File: config.mk
export PLATFORM = sky130hd
export DESIGN_NAME = email_structure_checker_core_flat
export DESIGN_NICKNAME = d
export VERILOG_FILES = /design/src/rtl/esc_pkg.sv /design/src/rtl/esc_char_if.sv /design/src/rtl/esc_res_if.sv /design/src/rtl/esc_judge.sv /design/src/rtl/email_structure_checker_core.sv /design/src/flat_wrapper.sv
export SDC_FILE = /design/constraint.sdc
export NUM_CORES = 1
export LEC_CHECK = 0
export BUFFER_PORTS_ARGS = -buffer_cell sky130_fd_sc_hd__buf_4
export CAP_MARGIN = 0
export CORE_MARGIN = 2
export CORE_UTILIZATION = 38
export CTS_BUF_LIST = sky130_fd_sc_hd__clkbuf_2 sky130_fd_sc_hd__clkbuf_4 sky130_fd_sc_hd__clkbuf_8
export CTS_CLUSTER_SIZE = 14
export DETAILED_ROUTE_END_ITERATION = 16
export PLACE_DENSITY = 0.57
export SLEW_MARGIN = 20
export SYNTH_ARGS = -nofsm -noshare
export SYNTH_HDL_FRONTEND = slang
export SYNTH_HIERARCHICAL = 1
export SYNTH_SLANG_ARGS = --single-unit
File: constraint.sdc
create_clock -name clk_i -period 3.95 [get_ports clk_i]
set_input_delay 0.395 -clock clk_i [delete_from_list [all_inputs] [get_ports clk_i]]
set_output_delay 0.395 -clock clk_i [all_outputs]
set_load 0.01 [all_outputs]
File: src/rtl/esc_pkg.sv
`timescale 1ns / 1ps
// Shared types and constants for the email structure checker.
// No dependencies; esc_judge and the top level import this package.
package esc_pkg;

  // Widths of the configuration port.
  localparam int unsigned RegW    = 10;
  localparam int unsigned CfgIdxW = 2;

  // Default width of the saturating string counters.
  localparam int unsigned CountBitsDef = 10;

  // Register indexes on the configuration port.
  localparam logic [CfgIdxW-1:0] RegMinLength = 2'd0;
  localparam logic [CfgIdxW-1:0] RegMaxLength = 2'd1;
  localparam logic [CfgIdxW-1:0] RegLocalMax  = 2'd2;
  localparam logic [CfgIdxW-1:0] RegDomainMax = 2'd3;

  // Register reset values.
  localparam logic [RegW-1:0] MinLengthRst = 10'd3;
  localparam logic [RegW-1:0] MaxLengthRst = 10'd254;
  localparam logic [RegW-1:0] LocalMaxRst  = 10'd64;
  localparam logic [RegW-1:0] DomainMaxRst = 10'd253;

  // Bytes of interest.
  localparam logic [7:0] ChCr  = 8'h0D;
  localparam logic [7:0] ChLf  = 8'h0A;
  localparam logic [7:0] ChNul = 8'h00;
  localparam logic [7:0] ChAt  = 8'h40;
  localparam logic [7:0] ChDot = 8'h2E;

  // Reject reasons, in check order.
  typedef enum logic [2:0] {
    ReasonOk        = 3'd0,
    ReasonTotalLen  = 3'd1,
    ReasonBadChar   = 3'd2,
    ReasonNoAt      = 3'd3,
    ReasonLocalLen  = 3'd4,
    ReasonDomainLen = 3'd5,
    ReasonDot       = 3'd6
  } esc_reason_e;

  // Configuration register set.
  typedef struct packed {
    logic [RegW-1:0] min_length;
    logic [RegW-1:0] max_length;
    logic [RegW-1:0] local_max;
    logic [RegW-1:0] domain_max;
  } esc_cfg_t;

  // Per-string flags.
  typedef struct packed {
    logic bad_char;
    logic at_seen;
    logic dot_seen;
  } esc_flags_t;

endpackage

File: src/rtl/esc_char_if.sv
`timescale 1ns / 1ps
// Input channel: one address byte per word with a last-byte flag.
// No dependencies.
interface esc_char_if;
  logic       valid;
  logic       ready;
  logic [7:0] char_byte;
  logic       is_last;

  modport source (output valid, output char_byte, output is_last, input ready);
  modport sink   (input valid, input char_byte, input is_last, output ready);
endinterface

File: src/rtl/esc_res_if.sv
`timescale 1ns / 1ps
// Result channel: pass flag and reject reason, one word per string.
// No dependencies.
interface esc_res_if;
  logic       valid;
  logic       ready;
  logic       valid_res;
  logic [2:0] reject_reason;

  modport source (output valid, output valid_res, output reject_reason, input ready);
  modport sink   (input valid, input valid_res, input reject_reason, output ready);
endinterface

File: src/rtl/esc_judge.sv
`timescale 1ns / 1ps
// Ordered structural checks on the final counts of one string.
// Depends on esc_pkg.
module esc_judge #(
  parameter int unsigned COUNT_BITS = esc_pkg::CountBitsDef
) (
  input  esc_pkg::esc_cfg_t    cfg_i,
  input  esc_pkg::esc_flags_t  flags_i,
  input  logic [COUNT_BITS-1:0] total_i,
  input  logic [COUNT_BITS-1:0] local_i,
  input  logic [COUNT_BITS-1:0] domain_i,
  input  logic [COUNT_BITS-1:0] dot_pos_i,
  output esc_pkg::esc_reason_e reason_o
);
  import esc_pkg::*;

  // Common width for comparing counters against registers.
  localparam int unsigned CmpW = (COUNT_BITS > RegW) ? COUNT_BITS : RegW;

  logic [CmpW-1:0]       total_w;
  logic [CmpW-1:0]       local_w;
  logic [CmpW-1:0]       domain_w;
  logic [COUNT_BITS-1:0] domain_m1;

  assign total_w   = CmpW'(total_i);
  assign local_w   = CmpW'(local_i);
  assign domain_w  = CmpW'(domain_i);
  assign domain_m1 = domain_i - COUNT_BITS'(1);

  // The first failing check sets the reason.
  always_comb begin
    if (total_w < CmpW'(cfg_i.min_length) || total_w > CmpW'(cfg_i.max_length)) begin
      reason_o = ReasonTotalLen;
    end else if (flags_i.bad_char) begin
      reason_o = ReasonBadChar;
    end else if (!flags_i.at_seen) begin
      reason_o = ReasonNoAt;
    end else if (local_i == '0 || local_w > CmpW'(cfg_i.local_max)) begin
      reason_o = ReasonLocalLen;
    end else if (domain_i == '0 || domain_w > CmpW'(cfg_i.domain_max)) begin
      reason_o = ReasonDomainLen;
    end else if (!flags_i.dot_seen || dot_pos_i == '0 || dot_pos_i == domain_m1) begin
      reason_o = ReasonDot;
    end else begin
      reason_o = ReasonOk;
    end
  end

endmodule

File: src/rtl/email_structure_checker_core.sv
`timescale 1ns / 1ps
// Email address structure checker, top level.
// Depends on esc_pkg, esc_char_if, esc_res_if and esc_judge.
//
//   Port     Direction  Word                           Handshake
//   char_i   in         char_byte[7:0], is_last        valid/ready
//   res_o    out        valid_res, reject_reason[2:0]  valid/ready
//   cfg_*    in         cfg_idx_i, cfg_data_i[9:0]     cfg_we_i, no wait
//
// One byte is accepted every cycle while the input register is not stalled.
// The byte is held in an input register; from there it updates the string
// counters and, on the last byte, loads the result register. Reset clears the
// counters and loads the register defaults; no sweep is needed. Only a last
// byte can stall, in the input register, while the result register holds a
// word that the sink has not taken.
module email_structure_checker_core #(
  parameter int unsigned COUNT_BITS = esc_pkg::CountBitsDef
) (
  input  logic                       clk_i,
  input  logic                       rst_ni,
  input  logic                       cfg_we_i,
  input  logic [esc_pkg::CfgIdxW-1:0] cfg_idx_i,
  input  logic [esc_pkg::RegW-1:0]    cfg_data_i,
  esc_char_if.sink                   char_i,
  esc_res_if.source                  res_o
);
  import esc_pkg::*;

  function automatic logic [COUNT_BITS-1:0] sat_inc(input logic [COUNT_BITS-1:0] v);
    return (&v) ? v : v + COUNT_BITS'(1);
  endfunction

  esc_cfg_t              cfg_q;
  logic                  s1_vld_q;
  logic [7:0]            s1_byte_q;
  logic                  s1_last_q;
  logic                  s1_fire;
  logic                  out_free;

  esc_flags_t            flags_q, flags_d;
  logic [COUNT_BITS-1:0] total_q, total_d;
  logic [COUNT_BITS-1:0] local_q, local_d;
  logic [COUNT_BITS-1:0] domain_q, domain_d;
  logic [COUNT_BITS-1:0] dot_pos_q, dot_pos_d;

  esc_reason_e           reason;
  logic                  out_vld_q;
  logic                  out_pass_q;
  logic [2:0]            out_reason_q;

  // Configuration registers.
  always_ff @(posedge clk_i or negedge rst_ni) begin
    if (!rst_ni) begin
      cfg_q.min_length <= MinLengthRst;
      cfg_q.max_length <= MaxLengthRst;
      cfg_q.local_max  <= LocalMaxRst;
      cfg_q.domain_max <= DomainMaxRst;
    end else if (cfg_we_i) begin
      unique case (cfg_idx_i)
        RegMinLength: cfg_q.min_length <= cfg_data_i;
        RegMaxLength: cfg_q.max_length <= cfg_data_i;
        RegLocalMax:  cfg_q.local_max  <= cfg_data_i;
        RegDomainMax: cfg_q.domain_max <= cfg_data_i;
        default: ;
      endcase
    end
  end

  // Handshake: a non-last byte always moves on, a last byte needs a free result slot.
  assign out_free     = !out_vld_q || res_o.ready;
  assign s1_fire      = s1_vld_q && (!s1_last_q || out_free);
  assign char_i.ready = !s1_vld_q || s1_fire;

  // Input register.
  always_ff @(posedge clk_i or negedge rst_ni) begin
    if (!rst_ni) begin
      s1_vld_q <= 1'b0;
    end else if (char_i.valid && char_i.ready) begin
      s1_vld_q <= 1'b1;
    end else if (s1_fire) begin
      s1_vld_q <= 1'b0;
    end
  end

  always_ff @(posedge clk_i) begin
    if (char_i.valid && char_i.ready) begin
      s1_byte_q <= char_i.char_byte;
      s1_last_q <= char_i.is_last;
    end
  end

  // Counter and flag updates for the byte in the input register.
  always_comb begin
    flags_d   = flags_q;
    local_d   = local_q;
    domain_d  = domain_q;
    dot_pos_d = dot_pos_q;
    total_d   = sat_inc(total_q);
    if (s1_byte_q == ChCr || s1_byte_q == ChLf || s1_byte_q == ChNul) begin
      flags_d.bad_char = 1'b1;
    end
    if (!flags_q.at_seen) begin
      if (s1_byte_q == ChAt) begin
        flags_d.at_seen = 1'b1;
        local_d         = total_q;
      end
    end else begin
      if (s1_byte_q == ChDot && !flags_q.dot_seen) begin
        flags_d.dot_seen = 1'b1;
        dot_pos_d        = domain_q;
      end
      domain_d = sat_inc(domain_q);
    end
  end

  // Per-string state, cleared after each last byte.
  always_ff @(posedge clk_i or negedge rst_ni) begin
    if (!rst_ni) begin
      flags_q   <= '0;
      total_q   <= '0;
      local_q   <= '0;
      domain_q  <= '0;
      dot_pos_q <= '0;
    end else if (s1_fire) begin
      if (s1_last_q) begin
        flags_q   <= '0;
        total_q   <= '0;
        local_q   <= '0;
        domain_q  <= '0;
        dot_pos_q <= '0;
      end else begin
        flags_q   <= flags_d;
        total_q   <= total_d;
        local_q   <= local_d;
        domain_q  <= domain_d;
        dot_pos_q <= dot_pos_d;
      end
    end
  end

  // Checks on the counts including the last byte.
  esc_judge #(
    .COUNT_BITS (COUNT_BITS)
  ) u_judge (
    .cfg_i     (cfg_q),
    .flags_i   (flags_d),
    .total_i   (total_d),
    .local_i   (local_d),
    .domain_i  (domain_d),
    .dot_pos_i (dot_pos_d),
    .reason_o  (reason)
  );

  // Result register.
  always_ff @(posedge clk_i or negedge rst_ni) begin
    if (!rst_ni) begin
      out_vld_q <= 1'b0;
    end else if (s1_fire && s1_last_q) begin
      out_vld_q <= 1'b1;
    end else if (res_o.ready) begin
      out_vld_q <= 1'b0;
    end
  end

  always_ff @(posedge clk_i) begin
    if (s1_fire && s1_last_q) begin
      out_pass_q   <= (reason == ReasonOk);
      out_reason_q <= 3'(reason);
    end
  end

  assign res_o.valid         = out_vld_q;
  assign res_o.valid_res     = out_pass_q;
  assign res_o.reject_reason = out_reason_q;

`ifndef ASSERT_OFF
  // A last byte that moves on always leaves a result behind.
  a_last_gives_result: assert property (@(posedge clk_i) disable iff (!rst_ni)
    (s1_fire && s1_last_q) |=> out_vld_q)
    else $error("last byte did not load a result");

  // A last byte clears the string state.
  a_last_clears: assert property (@(posedge clk_i) disable iff (!rst_ni)
    (s1_fire && s1_last_q) |=> (total_q == '0 && !flags_q.at_seen && !flags_q.dot_seen))
    else $error("string state not cleared after last byte");

  // Pass flag agrees with the reason code.
  a_pass_matches: assert property (@(posedge clk_i) disable iff (!rst_ni)
    out_vld_q |-> (out_pass_q == (out_reason_q == 3'(ReasonOk))))
    else $error("pass flag disagrees with reason");

  // Domain counters stay clear until the first at sign.
  a_domain_after_at: assert property (@(posedge clk_i) disable iff (!rst_ni)
    !flags_q.at_seen |-> (domain_q == '0 && local_q == '0 && !flags_q.dot_seen))
    else $error("domain state moved before at sign");

  // An empty input register always takes a byte.
  a_ready_when_empty: assert property (@(posedge clk_i) disable iff (!rst_ni)
    !s1_vld_q |-> char_i.ready)
    else $error("input stalled while empty");
`endif

endmodule
File: src/flat_wrapper.sv
// flat-port wrapper written by rule: the top's interface ports become plain ports
module email_structure_checker_core_flat import esc_pkg::*;
#(
  parameter int unsigned COUNT_BITS = esc_pkg::CountBitsDef
)
  (clk_i, rst_ni, cfg_we_i, cfg_idx_i, cfg_data_i, char_i_valid, char_i_char_byte, char_i_is_last, char_i_ready, res_o_valid, res_o_valid_res, res_o_reject_reason, res_o_ready);
  esc_char_if char_i_i ();
  esc_res_if res_o_i ();
  input  logic clk_i;
  input  logic rst_ni;
  input  logic cfg_we_i;
  input  logic [esc_pkg::CfgIdxW-1:0] cfg_idx_i;
  input  logic [esc_pkg::RegW-1:0] cfg_data_i;
  input wire logic [$bits(char_i_i.valid)-1:0] char_i_valid;
  input wire logic [$bits(char_i_i.char_byte)-1:0] char_i_char_byte;
  input wire logic [$bits(char_i_i.is_last)-1:0] char_i_is_last;
  output wire logic [$bits(char_i_i.ready)-1:0] char_i_ready;
  output wire logic [$bits(res_o_i.valid)-1:0] res_o_valid;
  output wire logic [$bits(res_o_i.valid_res)-1:0] res_o_valid_res;
  output wire logic [$bits(res_o_i.reject_reason)-1:0] res_o_reject_reason;
  input wire logic [$bits(res_o_i.ready)-1:0] res_o_ready;
  assign char_i_i.valid = char_i_valid;
  assign char_i_i.char_byte = char_i_char_byte;
  assign char_i_i.is_last = char_i_is_last;
  assign char_i_ready = char_i_i.ready;
  assign res_o_valid = res_o_i.valid;
  assign res_o_valid_res = res_o_i.valid_res;
  assign res_o_reject_reason = res_o_i.reject_reason;
  assign res_o_i.ready = res_o_ready;
  email_structure_checker_core #(.COUNT_BITS(COUNT_BITS)) u_core (.clk_i(clk_i), .rst_ni(rst_ni), .cfg_we_i(cfg_we_i), .cfg_idx_i(cfg_idx_i), .cfg_data_i(cfg_data_i), .char_i(char_i_i), .res_o(res_o_i));
endmodule
==> results of run 1 <==
==> per-layer routing <==
layer / track usage, % / wire length [um] / vias to the layer above
met1: 25.7 / 7670 / 2447
met4: 3.25 / 111 / 0
li1: - / - / 2450
met2: 30.4 / 7680 / 96
met5: 0 / 0 / -
met3: 3.73 / 609 / 10
==> how the worst max path moves through the flow <==
stage / start / to / slack (ps) / depth (start not counted)
finish: u_core/total_q[1]$_DFFE_PN0P_ / u_core/res_o.valid_res$_DFFE_PP_ / 270 / 13
global route: u_core/total_q[1]$_DFFE_PN0P_ / u_core/res_o.valid_res$_DFFE_PP_ / 9 / 13
CTS: u_core/total_q[1]$_DFFE_PN0P_ / u_core/res_o.valid_res$_DFFE_PP_ / 180 / 13
detailed placement: u_core/total_q[1]$_DFFE_PN0P_ / u_core/res_o.valid_res$_DFFE_PP_ / 200 / 13
global placement: u_core/total_q[1]$_DFFE_PN0P_ / u_core/res_o.valid_res$_DFFE_PP_ / 350 / 13
floorplan: u_core/total_q[0]$_DFFE_PN0P_ / u_core/res_o.valid_res$_DFFE_PP_ / 520 / 13
==> placed cells by master, fill, tap and decap left out, drive strengths merged, types with 3 or more instances in the layout <==
master and count:
a211oi 9, a21boi 3, a21o 8, a21oi 30, a22o 4, a22oi 10, a31oi 9, a41oi 3
and3 6, and4 3, and4b 3, buf 47, clkbuf 9, clkinv 3, clkinvlp 4, dfrtp 68
dfstp 17, edfxtp 13, ha 42, inv 63, mux2 52, nand2 58, nand2b 16, nand3 15
nand3b 6, nand4 17, nor2 16, nor2b 4, nor3 13, nor4 8, o21ai 49, o22ai 4
o311ai 11, or3 4, or4 5, xnor2 6, xor2 13
==> area by class of cell <==
class	instances	area [um^2]	area share, %
Multi-Input combinational cell	462	3410	48.8
Clock buffer	9	124	1.77
Timing Repair Buffer	47	353	5.05
Sequential cell	98	2540	36.3
Tap cell	220	275	3.94
Clock inverter	7	53.8	0.769
Inverter	63	236	3.38
==> logic make-up after synthesis <==
kind of cell	synth area share, %
buffers and inverters	6.96
adder cells (fa/ha/maj)	8.25
AO/OA/AOI/OAI	16.7
multiplexers	9.41
flip-flops	39.9
XOR/XNOR	2.61
AND/OR/NAND/NOR	16.2
==> flip-flops by register name, summed over array words and instances (netlist names), 3 cells and up <==
name	flops
u_core/cfg_q	40
u_core/domain_q	10
u_core/dot_pos_q	10
u_core/local_q	10
u_core/total_q	10
u_core/s1_byte_q	8
u_core/flags_q	3
u_core/res_o.reject_reason	3
==> power by group <==
part           leakage [nW]  switching (W)  internal (W)
Sequential             1.18       0.000134       0.00121
Combinational          1.84       0.000503      0.000419
Clock                0.0770       0.000372      0.000232
==> metrics by stage <==
stage	utilization (%)	total power (W)	hold WS [ps]
after floorplan	-	0.00198	99.4
after global placement	41.3	0.00224	469
after detailed placement	41.3	0.00227	474
after CTS	42.4	0.00290	75.6
after global routing	42.5	0.00307	99.4
final	42.5	0.00286	55.2
==> key figures, run 1 <==
Critical path
  – Reg2reg end: u_core/res_o.valid_res$_DFFE_PP_
  – CP startpoint kind: flip-flop
  – Crit Reg-Reg Startpoint: u_core/total_q[1]$_DFFE_PN0P_
  – Reg2reg setup slack: between 200 and 300 ps
  – R2R cell count: 13
  – Critical Path AT: ~3800 ps
  – CP endpoint kind: flip-flop
  – Critical path's slowest cell: or4_4
  – CP max stage delay: ~640 ps
  – Critical Path Fanout Max: 12
  – Bufs and invs on worst path: 0
  – Crit-path leading delay family: simple AND/OR/NAND/NOR gates
  – CP Data Required Time: about 4000 ps
  – Worst Setup Path Type: reg2reg
  – CP cell instances: ha_2 > nand3_4 > or4_4 > and3_1 > nor2_1 > ha_1 > nand4_1 > a21oi_1 > a2111oi_0 > or3b_2 > nand3_1 > o31ai_2 > nor3_1

Finish
  – Share of cells above drive strength 1: a little over a fifth
  – Ant. Diodes: 0
  – Fin area: 6990 um^2
  – Non-Filler Instances: about 910
  – P&R area growth vs syn: 9.85%
  – Number of filler instances in the final layout: around 1.6k
  – Final-stage net count: 749

Synth
  – Post-synth cell types: 75
  – Register bit total from synthesis: just under 100
  – Main synth FF type: dfrtp_1
  – Post-synth EDFFs: 13
  – Top cell type's share of synthesized area: approximately a quarter
  – Mapped Nets: 726
  – Post-Synthesis Cells: 658
  – Post-synth top cells: dfrtp_1 (68), inv_1 (62), nand2_1 (57), mux2_2 (47), ha_1 (42)
  – Cell Area, Synth: roughly 6400 um^2
  – Area leader, netlist: dfrtp_1
  – Ys async rst share: between 80 and 90%
  – Area contributors post-synth: dfrtp_1 (27%), mux2_2 (8.3%), ha_1 (8.3%)
  – Syn_area_per_cell: around 9.7 um^2
  – Most common cell in the netlist: dfrtp_1
  – Register area share after synthesis: roughly 40%
  – Synth warn: 6

Die
  – Core area: ~16,000 um^2
  – Die width: 133 um
  – I/O pin count: 32
  – Site row count: 47
  – Die area: between 15,000 and 20,000 um^2
  – Die Ht: 133 um
  – Initial Utilization: 38.7%

Drt
  – Drt drc: 0
  – Drt pass-1 iters: 5
  – Routed Antenna Nets: 0
  – Final WL: 16,100 um
  – Vias per std cell: 5.52
  – First-iteration detailed-routing DRC count: 330
  – Routed WL per cell: approximately 18 um
  – Via count: between 5k and 6k

Global route
  – First-pass GRT wire length: around 26,000 um
  – Vias in the first global route: about 4.7k
  – Largest net degree at the start of global routing: 57
  – Gr usage total: approximately 18%
  – Antenna violations before repair: 0
  – Grt total ovfl: 0

STA
  – Crit path time final: about 3700 ps
  – Actual slew at the worst max-slew pin: roughly 840 ps
  – Clock Skew: 9.87 ps
  – Max Fclk: around 0.27 GHz
  – Endpoints failing setup: 0
  – Setup TNS Final: 0 ps
  – RSZ-0062 raised after global routing: false
  – Hold Vio Cnt, Final: 0
  – Relative slew slack: a little over two fifths
  – Slew Viols, Final: 0
  – Worst setup slack after layout: approximately 270 ps
  – Fin crit share: 93.1%

Clocking
  – Hold_buf cts: 0
  – CTS tree: done
  – Post-CTS setup buffer count: 0
  – Max Buffers Root-to-Sink: 2
  – Clock-pin transition on the worst setup and hold timing paths: about 100 ps
  – Clock Sinks: 98
  – H-tree Lvls: 3
  – CTS root buffer: clkbuf_8
  – CTS buffer count: 9
  – Post-CTS Resized: 0
  – Clk_lat worst skew: about 380 ps

Placed design
  – HPWL after DPL: around 12,000 um
  – Dpl ws: around 200 ps
  – Port bufs: 31
  – GP Congestion: 0.828
  – Placed inst area: ~7000 um^2
  – Cell Count Post-Placement: 890

Pwr
  – Power per cell area: ~400 nW/um^2
  – P_leak: about 3.1 nW
  – VDD IR max: 246 uV

Flow run
  – Number of max-cap violations: 0

Status
  – Outcome: finished, final reports clean

Hold path
  – Class of the worst hold path: in2async
(Power assumes the default switching activity.)
==> run 2: changes to the inputs <==
--- a/config.mk
+++ b/config.mk
@@ -7,12 +7,11 @@
 export LEC_CHECK = 0
 export BUFFER_PORTS_ARGS = -buffer_cell sky130_fd_sc_hd__buf_4
 export CAP_MARGIN = 0
-export CORE_MARGIN = 2
-export CORE_UTILIZATION = 38
+export CORE_UTILIZATION = 45
 export CTS_BUF_LIST = sky130_fd_sc_hd__clkbuf_2 sky130_fd_sc_hd__clkbuf_4 sky130_fd_sc_hd__clkbuf_8
 export CTS_CLUSTER_SIZE = 14
 export DETAILED_ROUTE_END_ITERATION = 16
-export PLACE_DENSITY = 0.57
+export PLACE_DENSITY = 0.65
 export SLEW_MARGIN = 20
 export SYNTH_ARGS = -nofsm -noshare
 export SYNTH_HDL_FRONTEND = slang
==> run 2 against run 1 <==
Net effect:
- register-to-register slack gained 30 ps
- first-iteration DRC count up 22%
- clock power up 15%
- sequential cell count is the same
- critical path type unchanged
- fmax rose by 0.70%
- highest routed layer unchanged
- die area decreased by 18%
==> key figures, run 2 (synthesized netlist as in run 1, its figures left out) <==
Flow run
  – Number of max-cap violations: 0

Die
  – Site row count: 43
  – Initial Utilization: a little under half
  – Core area: 13,800 um^2
  – Die Ht: between 100 and 150 um
  – Die area: about 15,000 um^2
  – Die width: 121 um
  – I/O pin count: 32

Critical path
  – CP startpoint kind: flip-flop
  – Reg2reg end: u_core/res_o.valid_res$_DFFE_PP_
  – Critical Path Fanout Max: 12
  – Critical path's slowest cell: or4_4
  – Critical Path AT: ~3800 ps
  – Reg2reg setup slack: between 200 and 300 ps
  – Worst Setup Path Type: reg2reg
  – R2R cell count: 13
  – Crit-path leading delay family: simple AND/OR/NAND/NOR gates
  – CP cell instances: ha_1 > nand3_4 > or4_4 > and3_1 > nor2_1 > ha_1 > nand4_1 > a21oi_1 > a2111oi_0 > or3b_2 > nand3_1 > o31ai_2 > nor3_1
  – Critical Path Stages: 13
  – Bufs and invs on worst path: 0
  – Most frequent CP cell: ha_1
  – CP Data Required Time: roughly 4100 ps
  – CP max stage delay: 640 ps
  – CP endpoint kind: flip-flop
  – Crit Reg-Reg Startpoint: u_core/total_q[1]$_DFFE_PN0P_

Drt
  – Drt drc: 0
  – Vias per std cell: a little under 6
  – Via count: 5,141
  – Routed Antenna Nets: 0
  – Routed WL per cell: roughly 18 um
  – Final WL: 15,800 um
  – Drt pass-1 iters: 7
  – First-iteration detailed-routing DRC count: between 400 and 500

Placed design
  – Port bufs: 31
  – HPWL after DPL: between 10,000 and 15,000 um
  – Placed inst area: 6750 um^2
  – GP Congestion: between 0.8 and 0.9

Finish
  – Commonest cells after routing, fill and taps aside: dfrtp_1 (68), inv_1 (62), nand2_1 (57)
  – Largest register FFs: 40
  – P&R area growth vs syn: 9.38%
  – Most common cell after layout, fill and taps aside: dfrtp_1
  – Biggest register: u_core/cfg_q
  – Fin area: slightly below 7000 um^2
  – Ant. Diodes: 0
  – Share of cells above drive strength 1: 21.0%
  – Final-stage net count: between 700 and 800

Clocking
  – Clock Sinks: approximately 100
  – CTS buffer count: 9
  – Hold_buf cts: 0
  – Max Buffers Root-to-Sink: 2
  – H-tree Lvls: 3
  – CTS tree: done
  – Clock-pin transition on the worst setup and hold timing paths: 100 ps
  – Clk_lat worst skew: around 390 ps
  – Post-CTS setup buffer count: 0
  – CTS root buffer: clkbuf_8

STA
  – Endpoints failing setup: 0
  – Crit path time final: 3650 ps
  – RSZ-0062 raised after global routing: false
  – Actual slew at the worst max-slew pin: 1190 ps
  – Setup TNS Final: 0 ps
  – Clock Skew: 15.8 ps
  – Hold Vio Cnt, Final: 0
  – Slew Viols, Final: 0
  – Fin crit share: between 90% and 100%
  – Max Fclk: 0.274 GHz
  – Relative slew slack: between 20% and 30%

Global route
  – Vias in the first global route: 4,939
  – Antenna violations before repair: 0
  – First-pass GRT wire length: 25,700 um
  – Largest net degree at the start of global routing: 57
  – Gr usage total: 23.0%
  – Grt total ovfl: 0

Pwr
  – Power per cell area: 424 nW/um^2
  – P_leak: roughly 3.1 nW
  – VDD IR max: 203 uV

Status
  – Outcome: finished, final reports clean

Hold path
  – Class of the worst hold path: in2async
[run 2: layout make-up]
cell class,instances,area [um^2]
Multi-Input combinational cell,462,3410
Fill cell,1262,6860
Timing Repair Buffer,46,345
Clock inverter,6,70.1
Sequential cell,98,2540
Inverter,63,236
Clock buffer,10,138
Tap cell,180,225
[run 2: through the flow]
| step | total power (W) | utilization [%] | setup WS, ps | hold slack [ps] | cells |
|---|---|---|---|---|---|
| floorplan | 0.00198 | - | 523 | 99.4 | 658 |
| global placement | 0.00222 | 48.8 | 369 | 467 | 849 |
| detailed placement | 0.00227 | 48.8 | 251 | 475 | 849 |
| CTS | 0.00298 | 50.3 | 251 | 71.6 | 865 |
| global route | 0.00316 | 50.4 | 40.0 | 99.0 | 865 |
| finish | 0.00295 | 50.4 | 296 | 48.2 | 865 |
[run 2: worst register-to-register path: cells and delay by family, from the launching register on]
| family | cells | cell delay, ps |
|---|---|---|
| simple gates | 8 | 1740 |
| compound gates | 3 | 710 |
| fa+ha+maj | 2 | 520 |
| flops | 1 | 440 |
[run 2: worst max path at each step]
stage / startpoint / to / slack, ps
floorplan: u_core/total_q[0]$_DFFE_PN0P_ / u_core/res_o.valid_res$_DFFE_PP_ / 520
global placement: u_core/total_q[1]$_DFFE_PN0P_ / u_core/res_o.valid_res$_DFFE_PP_ / 370
detailed placement: u_core/domain_q[0]$_DFFE_PN0P_ / u_core/res_o.valid_res$_DFFE_PP_ / 250
CTS: u_core/domain_q[0]$_DFFE_PN0P_ / u_core/res_o.valid_res$_DFFE_PP_ / 250
global route: u_core/domain_q[0]$_DFFE_PN0P_ / u_core/res_o.valid_res$_DFFE_PP_ / 40
finish: u_core/total_q[1]$_DFFE_PN0P_ / u_core/res_o.valid_res$_DFFE_PP_ / 300
[run 2: power breakdown]
group | switching [W] | total (W) | internal [W]
registers | 0.000140 | 0.00135 | 0.00121
logic | 0.000497 | 0.000914 | 0.000417
clock network | 0.000374 | 0.000693 | 0.000318
total | 0.00101 | 0.00295 | 0.00194
[run 2: what timing repair did]
item	in CTS	in global routing
hold endpoints to repair	0	0
gates resized for setup	0	2
endpoints found under the setup margin	0	1
[run 2: per-layer routing]
| metal | wire [um] | global-route usage, % |
|---|---|---|
| met2 | 7530 | 37.0 |
| met4 | 446 | 9.72 |
| met1 | 7050 | 30.2 |
| met3 | 781 | 4.23 |
| met5 | 0 | 0 |
